$ cat config.mk
export PLATFORM = sky130hd
export DESIGN_NAME = tap_fist_gesture_classifier_flat
export DESIGN_NICKNAME = d
export VERILOG_FILES = /design/src/rtl/tfg_pkg.sv /design/src/rtl/tfg_if.sv /design/src/rtl/tfg_cfg_regs.sv /design/src/rtl/tfg_core.sv /design/src/rtl/tfg_out_reg.sv /design/src/rtl/tap_fist_gesture_classifier.sv /design/src/flat_wrapper.sv
export SDC_FILE = /design/constraint.sdc
export NUM_CORES = 1
export LEC_CHECK = 0
export ABC_CLOCK_PERIOD_IN_PS = 26700
export BUFFER_PORTS_ARGS = -buffer_cell sky130_fd_sc_hd__clkbuf_2
export CAP_MARGIN = 20
export CORE_UTILIZATION = 68
export DETAILED_ROUTE_END_ITERATION = 8
export PLACE_DENSITY_LB_ADDON = 0.2
export SLEW_MARGIN = 20
export SYNTH_ARGS = -nofsm -noshare
export SYNTH_HDL_FRONTEND = slang
export SYNTH_HIERARCHICAL = 1
export SYNTH_SLANG_ARGS = --single-unit
$ cat constraint.sdc
create_clock -name clk_i -period 26.7 [get_ports clk_i]
set_clock_uncertainty 0.1 [all_clocks]
set_input_delay 4.005 -clock clk_i [delete_from_list [all_inputs] [get_ports clk_i]]
set_output_delay 4.005 -clock clk_i [all_outputs]
set_load 0.03 [all_outputs]
$ cat src/rtl/tfg_pkg.sv
// ----------------------------------------------------------------------------
// Tap / fist gesture classifier package
// Shared widths, register indexes, gesture codes and bundle types.
// ----------------------------------------------------------------------------
package tfg_pkg;

  // Datapath widths.
  localparam int unsigned TIME_BITS   = 32;
  localparam int unsigned SAMPLE_BITS = 16;
  localparam int unsigned COUNT_BITS  = 8;

  // Register file geometry.
  localparam int unsigned CFG_W      = 16;
  localparam int unsigned PERIOD_W   = 8;
  localparam int unsigned CFG_IDX_W  = 3;
  localparam int unsigned OUT_CNT_W  = 8;

  // Magnitude compare width covers both the sample change and thresholds.
  localparam int unsigned MAG_W = (SAMPLE_BITS > CFG_W) ? SAMPLE_BITS : CFG_W;

  localparam logic [COUNT_BITS-1:0] COUNT_MAX = {COUNT_BITS{1'b1}};

  // Register indexes.
  localparam logic [CFG_IDX_W-1:0] CFG_TAP_LOW     = 3'd0;
  localparam logic [CFG_IDX_W-1:0] CFG_FIST_LOW    = 3'd1;
  localparam logic [CFG_IDX_W-1:0] CFG_FIST_HIGH   = 3'd2;
  localparam logic [CFG_IDX_W-1:0] CFG_TAP_LOCK    = 3'd3;
  localparam logic [CFG_IDX_W-1:0] CFG_FIST_LOCK   = 3'd4;
  localparam logic [CFG_IDX_W-1:0] CFG_WINDOW      = 3'd5;
  localparam logic [CFG_IDX_W-1:0] CFG_COOLDOWN    = 3'd6;
  localparam logic [CFG_IDX_W-1:0] CFG_SMP_PERIOD  = 3'd7;

  // Gesture codes.
  typedef enum logic [2:0] {
    GEST_NONE      = 3'd0,
    GEST_NEXT_TAP  = 3'd1,
    GEST_PREV_TAP  = 3'd2,
    GEST_NEXT_FIST = 3'd3,
    GEST_PREV_FIST = 3'd4
  } gesture_e;

  // Configuration bundle from the register file to the core.
  typedef struct packed {
    logic [CFG_W-1:0]    tap_low;
    logic [CFG_W-1:0]    fist_low;
    logic [CFG_W-1:0]    fist_high;
    logic [CFG_W-1:0]    tap_lockout_ms;
    logic [CFG_W-1:0]    fist_lockout_ms;
    logic [CFG_W-1:0]    window_ms;
    logic [CFG_W-1:0]    cooldown_ms;
    logic [PERIOD_W-1:0] sample_period_ms;
  } cfg_t;

  // One result item.
  typedef struct packed {
    logic [2:0]           gesture;
    logic [OUT_CNT_W-1:0] taps_seen;
    logic [OUT_CNT_W-1:0] fists_seen;
  } result_t;

endpackage

$ cat src/rtl/tfg_if.sv
// ----------------------------------------------------------------------------
// Tap / fist gesture classifier channels
// Valid/ready interfaces for the sample channel and the result channel.
// ----------------------------------------------------------------------------
interface tfg_in_if;
  logic                                valid;
  logic                                ready;
  logic                                command;
  logic [tfg_pkg::TIME_BITS-1:0]       time_ms;
  logic signed [tfg_pkg::SAMPLE_BITS-1:0] accel_y;
  logic                                linked;

  modport source (output valid, command, time_ms, accel_y, linked, input ready);
  modport sink   (input valid, command, time_ms, accel_y, linked, output ready);
endinterface

interface tfg_out_if;
  logic                            valid;
  logic                            ready;
  logic [2:0]                      gesture;
  logic [tfg_pkg::OUT_CNT_W-1:0]   taps_seen;
  logic [tfg_pkg::OUT_CNT_W-1:0]   fists_seen;

  modport source (output valid, gesture, taps_seen, fists_seen, input ready);
  modport sink   (input valid, gesture, taps_seen, fists_seen, output ready);
endinterface

$ cat src/rtl/tfg_cfg_regs.sv
// ----------------------------------------------------------------------------
// Tap / fist gesture classifier register file
// Holds the band thresholds and timing registers written over the plain port.
// ----------------------------------------------------------------------------
module tfg_cfg_regs (
  input  logic                            clk_i,
  input  logic                            rst_ni,
  input  logic                            cfg_we_i,
  input  logic [tfg_pkg::CFG_IDX_W-1:0]   cfg_idx_i,
  input  logic [tfg_pkg::CFG_W-1:0]       cfg_data_i,
  output tfg_pkg::cfg_t                   cfg_o
);

  tfg_pkg::cfg_t cfg_q;

  // Register writes; each register keeps only its own width.
  always_ff @(posedge clk_i or negedge rst_ni) begin
    if (!rst_ni) begin
      cfg_q.tap_low          <= 16'd1229;
      cfg_q.fist_low         <= 16'd1638;
      cfg_q.fist_high        <= 16'd3277;
      cfg_q.tap_lockout_ms   <= 16'd180;
      cfg_q.fist_lockout_ms  <= 16'd340;
      cfg_q.window_ms        <= 16'd600;
      cfg_q.cooldown_ms      <= 16'd450;
      cfg_q.sample_period_ms <= 8'd10;
    end else if (cfg_we_i) begin
      unique case (cfg_idx_i)
        tfg_pkg::CFG_TAP_LOW:    cfg_q.tap_low          <= cfg_data_i;
        tfg_pkg::CFG_FIST_LOW:   cfg_q.fist_low         <= cfg_data_i;
        tfg_pkg::CFG_FIST_HIGH:  cfg_q.fist_high        <= cfg_data_i;
        tfg_pkg::CFG_TAP_LOCK:   cfg_q.tap_lockout_ms   <= cfg_data_i;
        tfg_pkg::CFG_FIST_LOCK:  cfg_q.fist_lockout_ms  <= cfg_data_i;
        tfg_pkg::CFG_WINDOW:     cfg_q.window_ms        <= cfg_data_i;
        tfg_pkg::CFG_COOLDOWN:   cfg_q.cooldown_ms      <= cfg_data_i;
        tfg_pkg::CFG_SMP_PERIOD: cfg_q.sample_period_ms <= cfg_data_i[tfg_pkg::PERIOD_W-1:0];
        default:                 cfg_q.tap_low          <= cfg_q.tap_low;
      endcase
    end
  end

  assign cfg_o = cfg_q;

endmodule

$ cat src/rtl/tfg_core.sv
// ----------------------------------------------------------------------------
// Tap / fist gesture classifier core
// Input register, classifier state and the single-pass decision logic.
// ----------------------------------------------------------------------------
module tfg_core (
  input  logic                    clk_i,
  input  logic                    rst_ni,
  input  tfg_pkg::cfg_t           cfg_i,
  tfg_in_if.sink                  smp_i,
  input  logic                    space_i,
  output logic                    res_valid_o,
  output tfg_pkg::result_t        res_o
);

  localparam int unsigned TW = tfg_pkg::TIME_BITS;
  localparam int unsigned SW = tfg_pkg::SAMPLE_BITS;
  localparam int unsigned CW = tfg_pkg::COUNT_BITS;
  localparam int unsigned MW = tfg_pkg::MAG_W;

  // Input register.
  logic                 in_vld_q;
  logic                 cmd_q, linked_q;
  logic [TW-1:0]        now_q;
  logic signed [SW-1:0] y_q;
  logic                 advance;

  assign advance     = in_vld_q && space_i;
  assign smp_i.ready = !in_vld_q || space_i;

  always_ff @(posedge clk_i or negedge rst_ni) begin
    if (!rst_ni) begin
      in_vld_q <= 1'b0;
    end else if (smp_i.ready) begin
      in_vld_q <= smp_i.valid;
    end
  end

  always_ff @(posedge clk_i) begin
    if (smp_i.ready && smp_i.valid) begin
      cmd_q    <= smp_i.command;
      linked_q <= smp_i.linked;
      now_q    <= smp_i.time_ms;
      y_q      <= smp_i.accel_y;
    end
  end

  // Classifier state.
  logic signed [SW-1:0] prev_y_q, prev_y_d;
  logic [TW-1:0]        last_q, last_d;
  logic [TW-1:0]        lock_end_q, lock_end_d;
  logic [TW-1:0]        win_start_q, win_start_d;
  logic                 win_open_q, win_open_d;
  logic [CW-1:0]        taps_q, taps_d;
  logic [CW-1:0]        fists_q, fists_d;

  // Sample period gate.
  logic [TW-1:0] since_last;
  logic          take, sample;
  assign since_last = now_q - last_q;
  assign take       = since_last >= TW'(cfg_i.sample_period_ms);
  assign sample     = take && cmd_q;

  // Absolute change from the previous accepted sample.
  logic signed [SW:0] diff;
  logic [SW:0]        diff_abs;
  logic [MW-1:0]      mag;
  assign diff     = (SW+1)'(y_q) - (SW+1)'(prev_y_q);
  assign diff_abs = diff[SW] ? (SW+1)'(-diff) : (SW+1)'(diff);
  assign mag      = MW'(diff_abs[SW-1:0]);

  // Band classification outside lockout; the fist band takes priority.
  logic unlocked, fist_hit, tap_hit, first_hit;
  assign unlocked = now_q > lock_end_q;
  assign fist_hit = sample && unlocked &&
                    (mag >= MW'(cfg_i.fist_low)) && (mag < MW'(cfg_i.fist_high));
  assign tap_hit  = sample && unlocked && !fist_hit &&
                    (mag >= MW'(cfg_i.tap_low)) && (mag < MW'(cfg_i.fist_low));
  assign first_hit = (fist_hit && (fists_q == '0)) || (tap_hit && (taps_q == '0));

  // Saturating hit counts after this sample.
  logic [CW-1:0] taps_hit, fists_hit;
  assign taps_hit  = (tap_hit && (taps_q != tfg_pkg::COUNT_MAX)) ? taps_q + 1'b1 : taps_q;
  assign fists_hit = (fist_hit && (fists_q != tfg_pkg::COUNT_MAX)) ? fists_q + 1'b1 : fists_q;

  // Window check; a window opened by this sample has elapsed time zero.
  logic [TW-1:0] elapsed;
  logic          open_now, close;
  assign open_now = win_open_q || first_hit;
  assign elapsed  = first_hit ? '0 : (now_q - win_start_q);
  assign close    = open_now && (elapsed > TW'(cfg_i.window_ms));

  // Gesture code from the closed window counts.
  logic [2:0] gesture;
  always_comb begin
    priority if (taps_hit == CW'(1) && fists_hit == '0) begin
      gesture = tfg_pkg::GEST_NEXT_TAP;
    end else if (taps_hit >= CW'(2) && fists_hit == '0) begin
      gesture = tfg_pkg::GEST_PREV_TAP;
    end else if (fists_hit == CW'(1) && taps_hit == '0) begin
      gesture = tfg_pkg::GEST_NEXT_FIST;
    end else if (fists_hit >= CW'(2) && taps_hit == '0) begin
      gesture = tfg_pkg::GEST_PREV_FIST;
    end else begin
      gesture = tfg_pkg::GEST_NONE;
    end
  end

  // Next state for a linked item.
  always_comb begin
    prev_y_d    = prev_y_q;
    last_d      = last_q;
    lock_end_d  = lock_end_q;
    win_start_d = win_start_q;
    win_open_d  = win_open_q;
    taps_d      = taps_q;
    fists_d     = fists_q;
    if (advance && linked_q) begin
      if (take) begin
        last_d = now_q;
      end
      if (sample) begin
        prev_y_d = y_q;
      end
      if (first_hit) begin
        win_start_d = now_q;
      end
      if (fist_hit) begin
        lock_end_d = now_q + TW'(cfg_i.fist_lockout_ms);
      end else if (tap_hit) begin
        lock_end_d = now_q + TW'(cfg_i.tap_lockout_ms);
      end
      if (close) begin
        taps_d     = '0;
        fists_d    = '0;
        win_open_d = 1'b0;
        lock_end_d = now_q + TW'(cfg_i.cooldown_ms);
      end else begin
        taps_d     = taps_hit;
        fists_d    = fists_hit;
        win_open_d = open_now;
      end
    end
  end

  always_ff @(posedge clk_i or negedge rst_ni) begin
    if (!rst_ni) begin
      prev_y_q    <= '0;
      last_q      <= '0;
      lock_end_q  <= '0;
      win_start_q <= '0;
      win_open_q  <= 1'b0;
      taps_q      <= '0;
      fists_q     <= '0;
    end else begin
      prev_y_q    <= prev_y_d;
      last_q      <= last_d;
      lock_end_q  <= lock_end_d;
      win_start_q <= win_start_d;
      win_open_q  <= win_open_d;
      taps_q      <= taps_d;
      fists_q     <= fists_d;
    end
  end

  // Result request toward the output register.
  assign res_valid_o      = advance && linked_q && close;
  assign res_o.gesture    = gesture;
  assign res_o.taps_seen  = tfg_pkg::OUT_CNT_W'(taps_hit);
  assign res_o.fists_seen = tfg_pkg::OUT_CNT_W'(fists_hit);

endmodule

$ cat src/rtl/tfg_out_reg.sv
// ----------------------------------------------------------------------------
// Tap / fist gesture classifier output register
// Holds one result request until the downstream side takes it.
// ----------------------------------------------------------------------------
module tfg_out_reg (
  input  logic              clk_i,
  input  logic              rst_ni,
  input  logic              res_valid_i,
  input  tfg_pkg::result_t  res_i,
  output logic              space_o,
  tfg_out_if.source         res_o
);

  logic             vld_q;
  tfg_pkg::result_t data_q;

  // The slot is free when empty or when its request leaves this cycle.
  assign space_o = !vld_q || res_o.ready;

  always_ff @(posedge clk_i or negedge rst_ni) begin
    if (!rst_ni) begin
      vld_q <= 1'b0;
    end else if (space_o) begin
      vld_q <= res_valid_i;
    end
  end

  always_ff @(posedge clk_i) begin
    if (space_o && res_valid_i) begin
      data_q <= res_i;
    end
  end

  assign res_o.valid      = vld_q;
  assign res_o.gesture    = data_q.gesture;
  assign res_o.taps_seen  = data_q.taps_seen;
  assign res_o.fists_seen = data_q.fists_seen;

endmodule

$ cat src/rtl/tap_fist_gesture_classifier.sv
// ----------------------------------------------------------------------------
// Tap / fist gesture classifier
// Sorts accelerometer Y changes into tap and fist hits and emits gestures.
// ----------------------------------------------------------------------------
// The block takes one request per clock cycle on the sample channel, unless
// stalled as below, and works it in a single pass between its input register
// and its output register. Only a linked request that closes a decision window
// produces a result; other linked requests just update the classifier state.
// The rate is set by the single-pass state update in the core; it drops only
// while a finished result waits in the output register and the next request
// has nowhere to go. The user must write registers through the plain
// configuration port only while no request is in flight; the block itself
// does not enforce this.
module tap_fist_gesture_classifier (
  input  logic                           clk_i,
  input  logic                           rst_ni,
  input  logic                           cfg_we_i,
  input  logic [tfg_pkg::CFG_IDX_W-1:0]  cfg_idx_i,
  input  logic [tfg_pkg::CFG_W-1:0]      cfg_data_i,
  tfg_in_if.sink                         smp_i,
  tfg_out_if.source                      res_o
);

  tfg_pkg::cfg_t    cfg;
  tfg_pkg::result_t res;
  logic             res_valid;
  logic             space;

  tfg_cfg_regs u_cfg (
    .clk_i      (clk_i),
    .rst_ni     (rst_ni),
    .cfg_we_i   (cfg_we_i),
    .cfg_idx_i  (cfg_idx_i),
    .cfg_data_i (cfg_data_i),
    .cfg_o      (cfg)
  );

  tfg_core u_core (
    .clk_i       (clk_i),
    .rst_ni      (rst_ni),
    .cfg_i       (cfg),
    .smp_i       (smp_i),
    .space_i     (space),
    .res_valid_o (res_valid),
    .res_o       (res)
  );

  tfg_out_reg u_out (
    .clk_i       (clk_i),
    .rst_ni      (rst_ni),
    .res_valid_i (res_valid),
    .res_i       (res),
    .space_o     (space),
    .res_o       (res_o)
  );

endmodule

$ cat src/flat_wrapper.sv
// flat-port wrapper written by rule: the top's interface ports become plain ports
module tap_fist_gesture_classifier_flat 
  (clk_i, rst_ni, cfg_we_i, cfg_idx_i, cfg_data_i, smp_i_valid, smp_i_command, smp_i_time_ms, smp_i_accel_y, smp_i_linked, smp_i_ready, res_o_valid, res_o_gesture, res_o_taps_seen, res_o_fists_seen, res_o_ready);
  tfg_in_if smp_i_i ();
  tfg_out_if res_o_i ();
  input  logic clk_i;
  input  logic rst_ni;
  input  logic cfg_we_i;
  input  logic [tfg_pkg::CFG_IDX_W-1:0] cfg_idx_i;
  input  logic [tfg_pkg::CFG_W-1:0] cfg_data_i;
  input wire logic [$bits(smp_i_i.valid)-1:0] smp_i_valid;
  input wire logic [$bits(smp_i_i.command)-1:0] smp_i_command;
  input wire logic [$bits(smp_i_i.time_ms)-1:0] smp_i_time_ms;
  input wire logic [$bits(smp_i_i.accel_y)-1:0] smp_i_accel_y;
  input wire logic [$bits(smp_i_i.linked)-1:0] smp_i_linked;
  output wire logic [$bits(smp_i_i.ready)-1:0] smp_i_ready;
  output wire logic [$bits(res_o_i.valid)-1:0] res_o_valid;
  output wire logic [$bits(res_o_i.gesture)-1:0] res_o_gesture;
  output wire logic [$bits(res_o_i.taps_seen)-1:0] res_o_taps_seen;
  output wire logic [$bits(res_o_i.fists_seen)-1:0] res_o_fists_seen;
  input wire logic [$bits(res_o_i.ready)-1:0] res_o_ready;
  assign smp_i_i.valid = smp_i_valid;
  assign smp_i_i.command = smp_i_command;
  assign smp_i_i.time_ms = smp_i_time_ms;
  assign smp_i_i.accel_y = smp_i_accel_y;
  assign smp_i_i.linked = smp_i_linked;
  assign smp_i_ready = smp_i_i.ready;
  assign res_o_valid = res_o_i.valid;
  assign res_o_gesture = res_o_i.gesture;
  assign res_o_taps_seen = res_o_i.taps_seen;
  assign res_o_fists_seen = res_o_i.fists_seen;
  assign res_o_i.ready = res_o_ready;
  tap_fist_gesture_classifier u_core (.clk_i(clk_i), .rst_ni(rst_ni), .cfg_we_i(cfg_we_i), .cfg_idx_i(cfg_idx_i), .cfg_data_i(cfg_data_i), .smp_i(smp_i_i), .res_o(res_o_i));
endmodule
==> impl_metrics.yaml, run 1 <==
sta:
  clock.fmax_mhz: 75.5
  period_share: 0.496
  rsz0062_at_grt: "no"
  finalCriticalPeriod_ns: 13.24
  tightest_slew_ns: 1.17
  maxSlewViolCount: 0
  tns_ns: 0
  holdWs_ns: 0.398
  finalHoldViolCount: 0
  maxSlewHeadroom: 0.197
  setup_violations: 0
global_routing:
  grt_pass1_vias: 16199
  grt_pass1_wl_mm: 84.1
  grt_use_total: 0.337
  antenna_found_initial: 0
  grt_overflow: 0
  grt_max_degree: 104
logic_synthesis:
  synthTopCellsByArea: "dfrtp_1 25%, ha_1 12%, edfxtp_1 9.8%"
  ys_warn_count: 6
  synth_cells: 2121
  yosys.area.top_type: "dfrtp_1"
  synth_top_area_frac: 0.253
  seq_area_frac_synth: 0.397
  syn_nets: 2401
  async_reset_ff_frac: 0.784
  synth_ff_type: "dfrtp_1"
  ys_types: 87
  syn_area_um2: 21200
  ys_ff_latch: 320
  synth_edf_count: 69
  avgSynthCellArea_um2: 9.99
placed_design:
  portBuffers: 94
  routabilityCongestion: 0.921
  dp_hpwl_mm: 38.0
power_and_ir_drop:
  leakage_nw: 10.7
  seqPwrFrac: 0.297
  p_per_area_nw_per_um2: 98.6
  combPwrFrac: 0.485
  ir_drop_mv: 0.0707
  p_clk_frac: 0.217
  internal_power_w: 0.00138
  switching_share: 0.398
  p_sw_w: 0.000912
worst_setup_path:
  end_kind: "flop"
  cp.arrival_ns: 13.53
  r2r-start: "u_core/u_core/y_q[0]"
  max_stage_delay_ns: 0.64
  crit_fanout: 32
  critPathMostFrequentCell: "a21oi_1"
  worstPathBufferInverterCount: 3
  crit_family: "compound AO/OA/AOI/OAI gates"
  critPathSlowestCell: "mux2i_1"
  reg2reg_to: "u_core/u_core/lock_end_q[30]"
  reg2reg_depth: 58
  r2r_setup_slack_ns: 13.46
  path_class: "flop to flop"
  critPathRequiredTime_ns: 26.98
  critPathLaunchType: "flop"
status:
  outcome: "finished, final reports clean"
clock_tree:
  cts.path.max_buffers: 3
  cts-resized-gates: 0
  cts_tree: "done"
  cts_setup_buffers: 0
  hold_buffers: 0
  path_clk_slew_ns: 0.06
  cts_root_buffer: "clkbuf_16"
  clk_latency_ns: 0.54
  cts_inserted_buffers: 37
  clkSinkCount: 320
  cts_max_level: 2
route:
  wl_per_cell_um: 20.1
  highest_layer: "met4"
  wl_met1_mm: 23.9
  drt_pass1_iterations: 5
  dr_total_vias: 16300
  wl_met3_mm: 3.08
  drc: 0
  vias_per_cell: 6.20
  drtAntennaViolNets: 0
  routed_wirelength_mm: 52.8
  drtIter0Drc: 1301
  wl_met2_mm: 24.5
floorplan:
  core_um2: 30600
  io_pins: 95
  die_h_um: 178
  start_util: 0.692
  die_area_um2: 31900
  die_x_um: 178
  rows: 64
finish:
  final_cell_mix: "223 x inv_1, 214 x dfrtp_1, 202 x ha_1, 165 x mux2_2, 159 x nand2_1"
  drive_above_1_share: 0.187
  fillers: 2140
  antenna_cells: 0
  post-route-util: 0.760
  ff_latch_area_um2: 8400
  synthToLayoutAreaGrowth_pct: 9.75
  finalNetCount: 2483
  final_common_cell: "inv_1"
  multiInputGateArea_um2: 11700
worst_hold_path:
  min_path_type: "flop to flop"
  hp-start: "u_core/u_core/win_start_q[0]"
  hold_depth: 2
  hold_end: "u_core/u_core/win_start_q[0]"
run:
  max_cap_violations: 0
-- synthesized netlist by cell type (all sizes together), types with 13 or more instances --
master and count:
mux2i 52, and2 13, nand2 159, o21ai 135, nand2b 21, o21bai 13
clkbuf 40, mux2 175, and3 25, ha 202, a31oi 16, nor3 31
edfxtp 69, o21a 21, dfrtp 214, xor2 56, a21o 61, dfstp 37
nor2b 21, nand3 43, a21oi 108, a211oi 22, nor2 100, inv 223
nand4 39, buf 26, o211ai 13, xnor2 44
-- power by group through the flow --
stage / clock [W] / sequential (W) / combinational (W)
after CTS: 0.000507 / 0.000680 / 0.00109
final: 0.000498 / 0.000681 / 0.00111
after floorplan: 0 / 0.000668 / 0.000819
after global routing: 0.000527 / 0.000693 / 0.00124
after global placement: 0 / 0.000681 / 0.00103
after detailed placement: 0 / 0.000687 / 0.00107
-- per-stage QoR --
step	setup slack (ns)	std cells	area [um2]	total power (W)
2_1_floorplan	16.09	2121	21200	0.00149
3_3_place_gp	14.65	2557	22000	0.00171
3_5_place_dp	14.09	2557	22000	0.00176
4_1_cts	13.78	2625	23200	0.00228
5_1_grt	12.48	2628	23200	0.00246
6_report	13.46	2628	23200	0.00229
-- final cells by class --
type / instances / area share
multi-input combinational: 1512 / 0.503
inverter: 223 / 0.0360
tap: 396 / 0.0213
clock buffer: 52 / 0.0458
sequential: 320 / 0.361
timing repair buffer: 109 / 0.0265
clock inverter: 16 / 0.00614
-- worst max-delay path by stage --
stage / from / cells past startpoint / to
after global routing: u_core/u_core/y_q[0] / 56 / u_core/u_core/lock_end_q[30]
final: u_core/u_core/y_q[0] / 58 / u_core/u_core/lock_end_q[30]
after floorplan: u_core/u_core/y_q[2] / 56 / u_core/u_core/lock_end_q[18]
after global placement: u_core/u_core/y_q[0] / 58 / u_core/u_core/lock_end_q[26]
after detailed placement: u_core/u_core/y_q[0] / 58 / u_core/u_core/lock_end_q[30]
after CTS: u_core/u_core/y_q[0] / 58 / u_core/u_core/lock_end_q[30]
-- flip-flops by register name, indices dropped and copies added, names as in the netlist --
signal / cells
u_core/u_cfg/cfg_o: 120
u_core/u_core/last_q: 32
u_core/u_core/lock_end_q: 32
u_core/u_core/now_q: 32
u_core/u_core/win_start_q: 32
u_core/u_core/prev_y_q: 16
u_core/u_core/y_q: 16
u_core/u_core/fists_q: 8
u_core/u_core/taps_q: 8
u_core/u_out/res_o.fists_seen: 8
u_core/u_out/res_o.taps_seen: 8
u_core/u_out/res_o.gesture: 3
u_core/u_core/cmd_q: 1
u_core/u_core/in_vld_q: 1
u_core/u_core/linked_q: 1
u_core/u_core/win_open_q: 1
u_core/u_out/res_o.valid: 1
-- kinds of logic after synthesis --
kind of cell	after synthesis	synth area share
adders and majority gates	206	0.123
and+or+nand+nor	511	0.123
muxes	227	0.119
DFF	320	0.397
xor gates and xnor gates	100	0.0417
AOI/OAI and AO/OA	468	0.142
buffers and inverters	289	0.0547
-- routing by layer --
metal,track usage,vias to the layer above
met5,0,-
met4,0.100,0
met3,0.0401,92
met2,0.549,525
met1,0.472,7958
li1,-,7725
-- tightest hold or removal path, stage by stage (launching register included) --
cell and delay [ns]:
dfrtp_1 0.34, nand2_1 0.05, o21ai_0 0.07
Power figures use the tool's default switching activity.
==> run 2, diff against run 1 <==
--- a/config.mk
+++ b/config.mk
@@ -5,10 +5,10 @@
 export SDC_FILE = /design/constraint.sdc
 export NUM_CORES = 1
 export LEC_CHECK = 0
-export ABC_CLOCK_PERIOD_IN_PS = 26700
+export ABC_CLOCK_PERIOD_IN_PS = 13150
 export BUFFER_PORTS_ARGS = -buffer_cell sky130_fd_sc_hd__clkbuf_2
 export CAP_MARGIN = 20
-export CORE_UTILIZATION = 68
+export CORE_UTILIZATION = 63
 export DETAILED_ROUTE_END_ITERATION = 8
 export PLACE_DENSITY_LB_ADDON = 0.2
 export SLEW_MARGIN = 20
==> constraint.sdc (replaced) <==
create_clock -name clk_i -period 13.15 [get_ports clk_i]
set_clock_uncertainty 0.1 [all_clocks]
set_input_delay 1.9725 -clock clk_i [delete_from_list [all_inputs] [get_ports clk_i]]
set_output_delay 1.9725 -clock clk_i [all_outputs]
set_load 0.03 [all_outputs]
==> impl_metrics.yaml, run 2 (synthesis gave the netlist of run 1 again) <==
sta:
  rsz0062_at_grt: "no"
  period_share: 0.926
  finalHoldViolCount: 0
  tightest_slew_ns: 0.963
  maxSlewHeadroom: 0.357
  finalCriticalPeriod_ns: 12.18
  clock.fmax_mhz: 82.1
  setup_violations: 0
  tns_ns: 0
  finalWorstSetupSlack_ns: 0.974
  maxSlewViolCount: 0
worst_setup_path:
  crit_fanout: 26
  endpoint: "u_core/u_core/lock_end_q[28]"
  reg2reg_to: "u_core/u_core/lock_end_q[28]"
  r2r-start: "u_core/u_core/y_q[0]"
  r2r_setup_slack_ns: 0.97
  max_stage_delay_ns: 0.51
  critPathLaunch: "u_core/u_core/y_q[0]"
  critPathLaunchType: "flop"
  cp.depth: 57
  path_class: "flop to flop"
  critPathRequiredTime_ns: 13.49
  critPathSlowestCell: "a2111oi_1"
  cp.arrival_ns: 12.52
  critPathMostFrequentCell: "o21ai_0"
  end_kind: "flop"
  reg2reg_depth: 57
  crit_family: "compound AO/OA/AOI/OAI gates"
  worstPathBufferInverterCount: 3
route:
  wl_per_cell_um: 19.4
  drc: 0
  routed_wirelength_mm: 52.0
  drt_pass1_iterations: 7
  drtAntennaViolNets: 0
  vias_per_cell: 6.09
  drtIter0Drc: 1027
  dr_total_vias: 16303
floorplan:
  die_area_um2: 34400
  die_x_um: 185
  core_um2: 32800
  die_h_um: 185
  io_pins: 95
  start_util: 0.646
  rows: 66
clock_tree:
  cts_inserted_buffers: 38
  clkSinkCount: 320
  cts_setup_buffers: 0
  cts_tree: "done"
  clk_latency_ns: 0.55
  hold_buffers: 0
  cts_max_level: 2
  path_clk_slew_ns: 0.06
  cts-resized-gates: 0
  cts_root_buffer: "clkbuf_16"
  cts.path.max_buffers: 3
placed_design:
  routabilityCongestion: 0.920
  portBuffers: 94
  post-place-ws_ns: 0.796
  dp_hpwl_mm: 38.6
finish:
  final_cell_mix: "223 x inv_1, 214 x dfrtp_1, 202 x ha_1, 165 x mux2_2, 159 x nand2_1"
  antenna_cells: 0
  final_common_cell: "inv_1"
  synthToLayoutAreaGrowth_pct: 10.5
  finalNetCount: 2486
  drive_above_1_share: 0.189
  largest_reg_flops: 120
power_and_ir_drop:
  seqPwrFrac: 0.295
  p_sw_w: 0.00184
  p_clk_frac: 0.226
  combPwrFrac: 0.479
  p_per_area_nw_per_um2: 200
  internal_power_w: 0.00284
  leakage_nw: 10.7
  switching_share: 0.393
  ir_drop_mv: 0.160
global_routing:
  grt_use_total: 0.311
  grt_pass1_vias: 15796
  grt_pass1_wl_mm: 83.4
  grt_overflow: 0
  grt_max_degree: 127
  antenna_found_initial: 0
worst_hold_path:
  min_path_type: "flop to flop"
run:
  max_cap_violations: 0
status:
  outcome: "finished, final reports clean"
[run 2: metrics by stage]
stage	instance area [um2]	instances	util	hold slack [ns]	total power, W
2_1_floorplan	21200	2121	-	0.354	0.00302
3_3_place_gp	22100	2605	0.673	0.374	0.00350
3_5_place_dp	22100	2606	0.673	0.386	0.00358
4_1_cts	23300	2676	0.712	0.397	0.00467
5_1_grt	23400	2678	0.714	0.414	0.00503
6_report	23400	2678	0.714	0.395	0.00469
[run 2: worst min path at each step]
stage	from	depth (start not counted)	end
after CTS	u_core/u_core/win_start_q[0]	2	u_core/u_core/win_start_q[0]
final	u_core/u_core/win_start_q[0]	2	u_core/u_core/win_start_q[0]
after floorplan	u_core/u_core/prev_y_q[0]	2	u_core/u_core/prev_y_q[0]
after global placement	u_core/u_core/prev_y_q[0]	2	u_core/u_core/prev_y_q[0]
after global routing	u_core/u_core/win_start_q[9]	1	u_core/u_core/win_start_q[9]
after detailed placement	u_core/u_core/win_start_q[0]	2	u_core/u_core/win_start_q[0]
[run 2: power groups by stage]
stage / Combinational, W / Sequential, W / Clock (W)
after floorplan: 0.00166 / 0.00136 / 0
after global placement: 0.00212 / 0.00138 / 0
after detailed placement: 0.00218 / 0.00139 / 0
after CTS: 0.00221 / 0.00138 / 0.00108
after global routing: 0.00251 / 0.00141 / 0.00112
final: 0.00224 / 0.00138 / 0.00106
[run 2: metal layers]
metal  vias up  share of wire  track usage
li1       7747              -            -
met1      8020           0.48        0.455
met2       448           0.45        0.482
met3        88          0.051       0.0387
met4         0          0.023       0.0883
met5         -              0            0
[run 2: cell type report]
type                       instances  area [um2]
clock inverter                    16         181
multi-input combinational       1512       11700
clock buffer                      54        1080
inverter                         223         837
tap                              442         553
sequential                       320        8400
timing repair buffer             111         636
fill                            2466        9380
[run 2: worst register-to-register path: cells and delay by family (launching register included)]
family	cells	cell delay, ns
AOI/OAI and AO/OA	36	7.47
xor gates and xnor gates	2	0.43
adders and majority gates	5	1.36
buffers and inverters	3	0.60
DFF	1	0.37
muxes	2	0.48
and+or+nand+nor	9	1.26
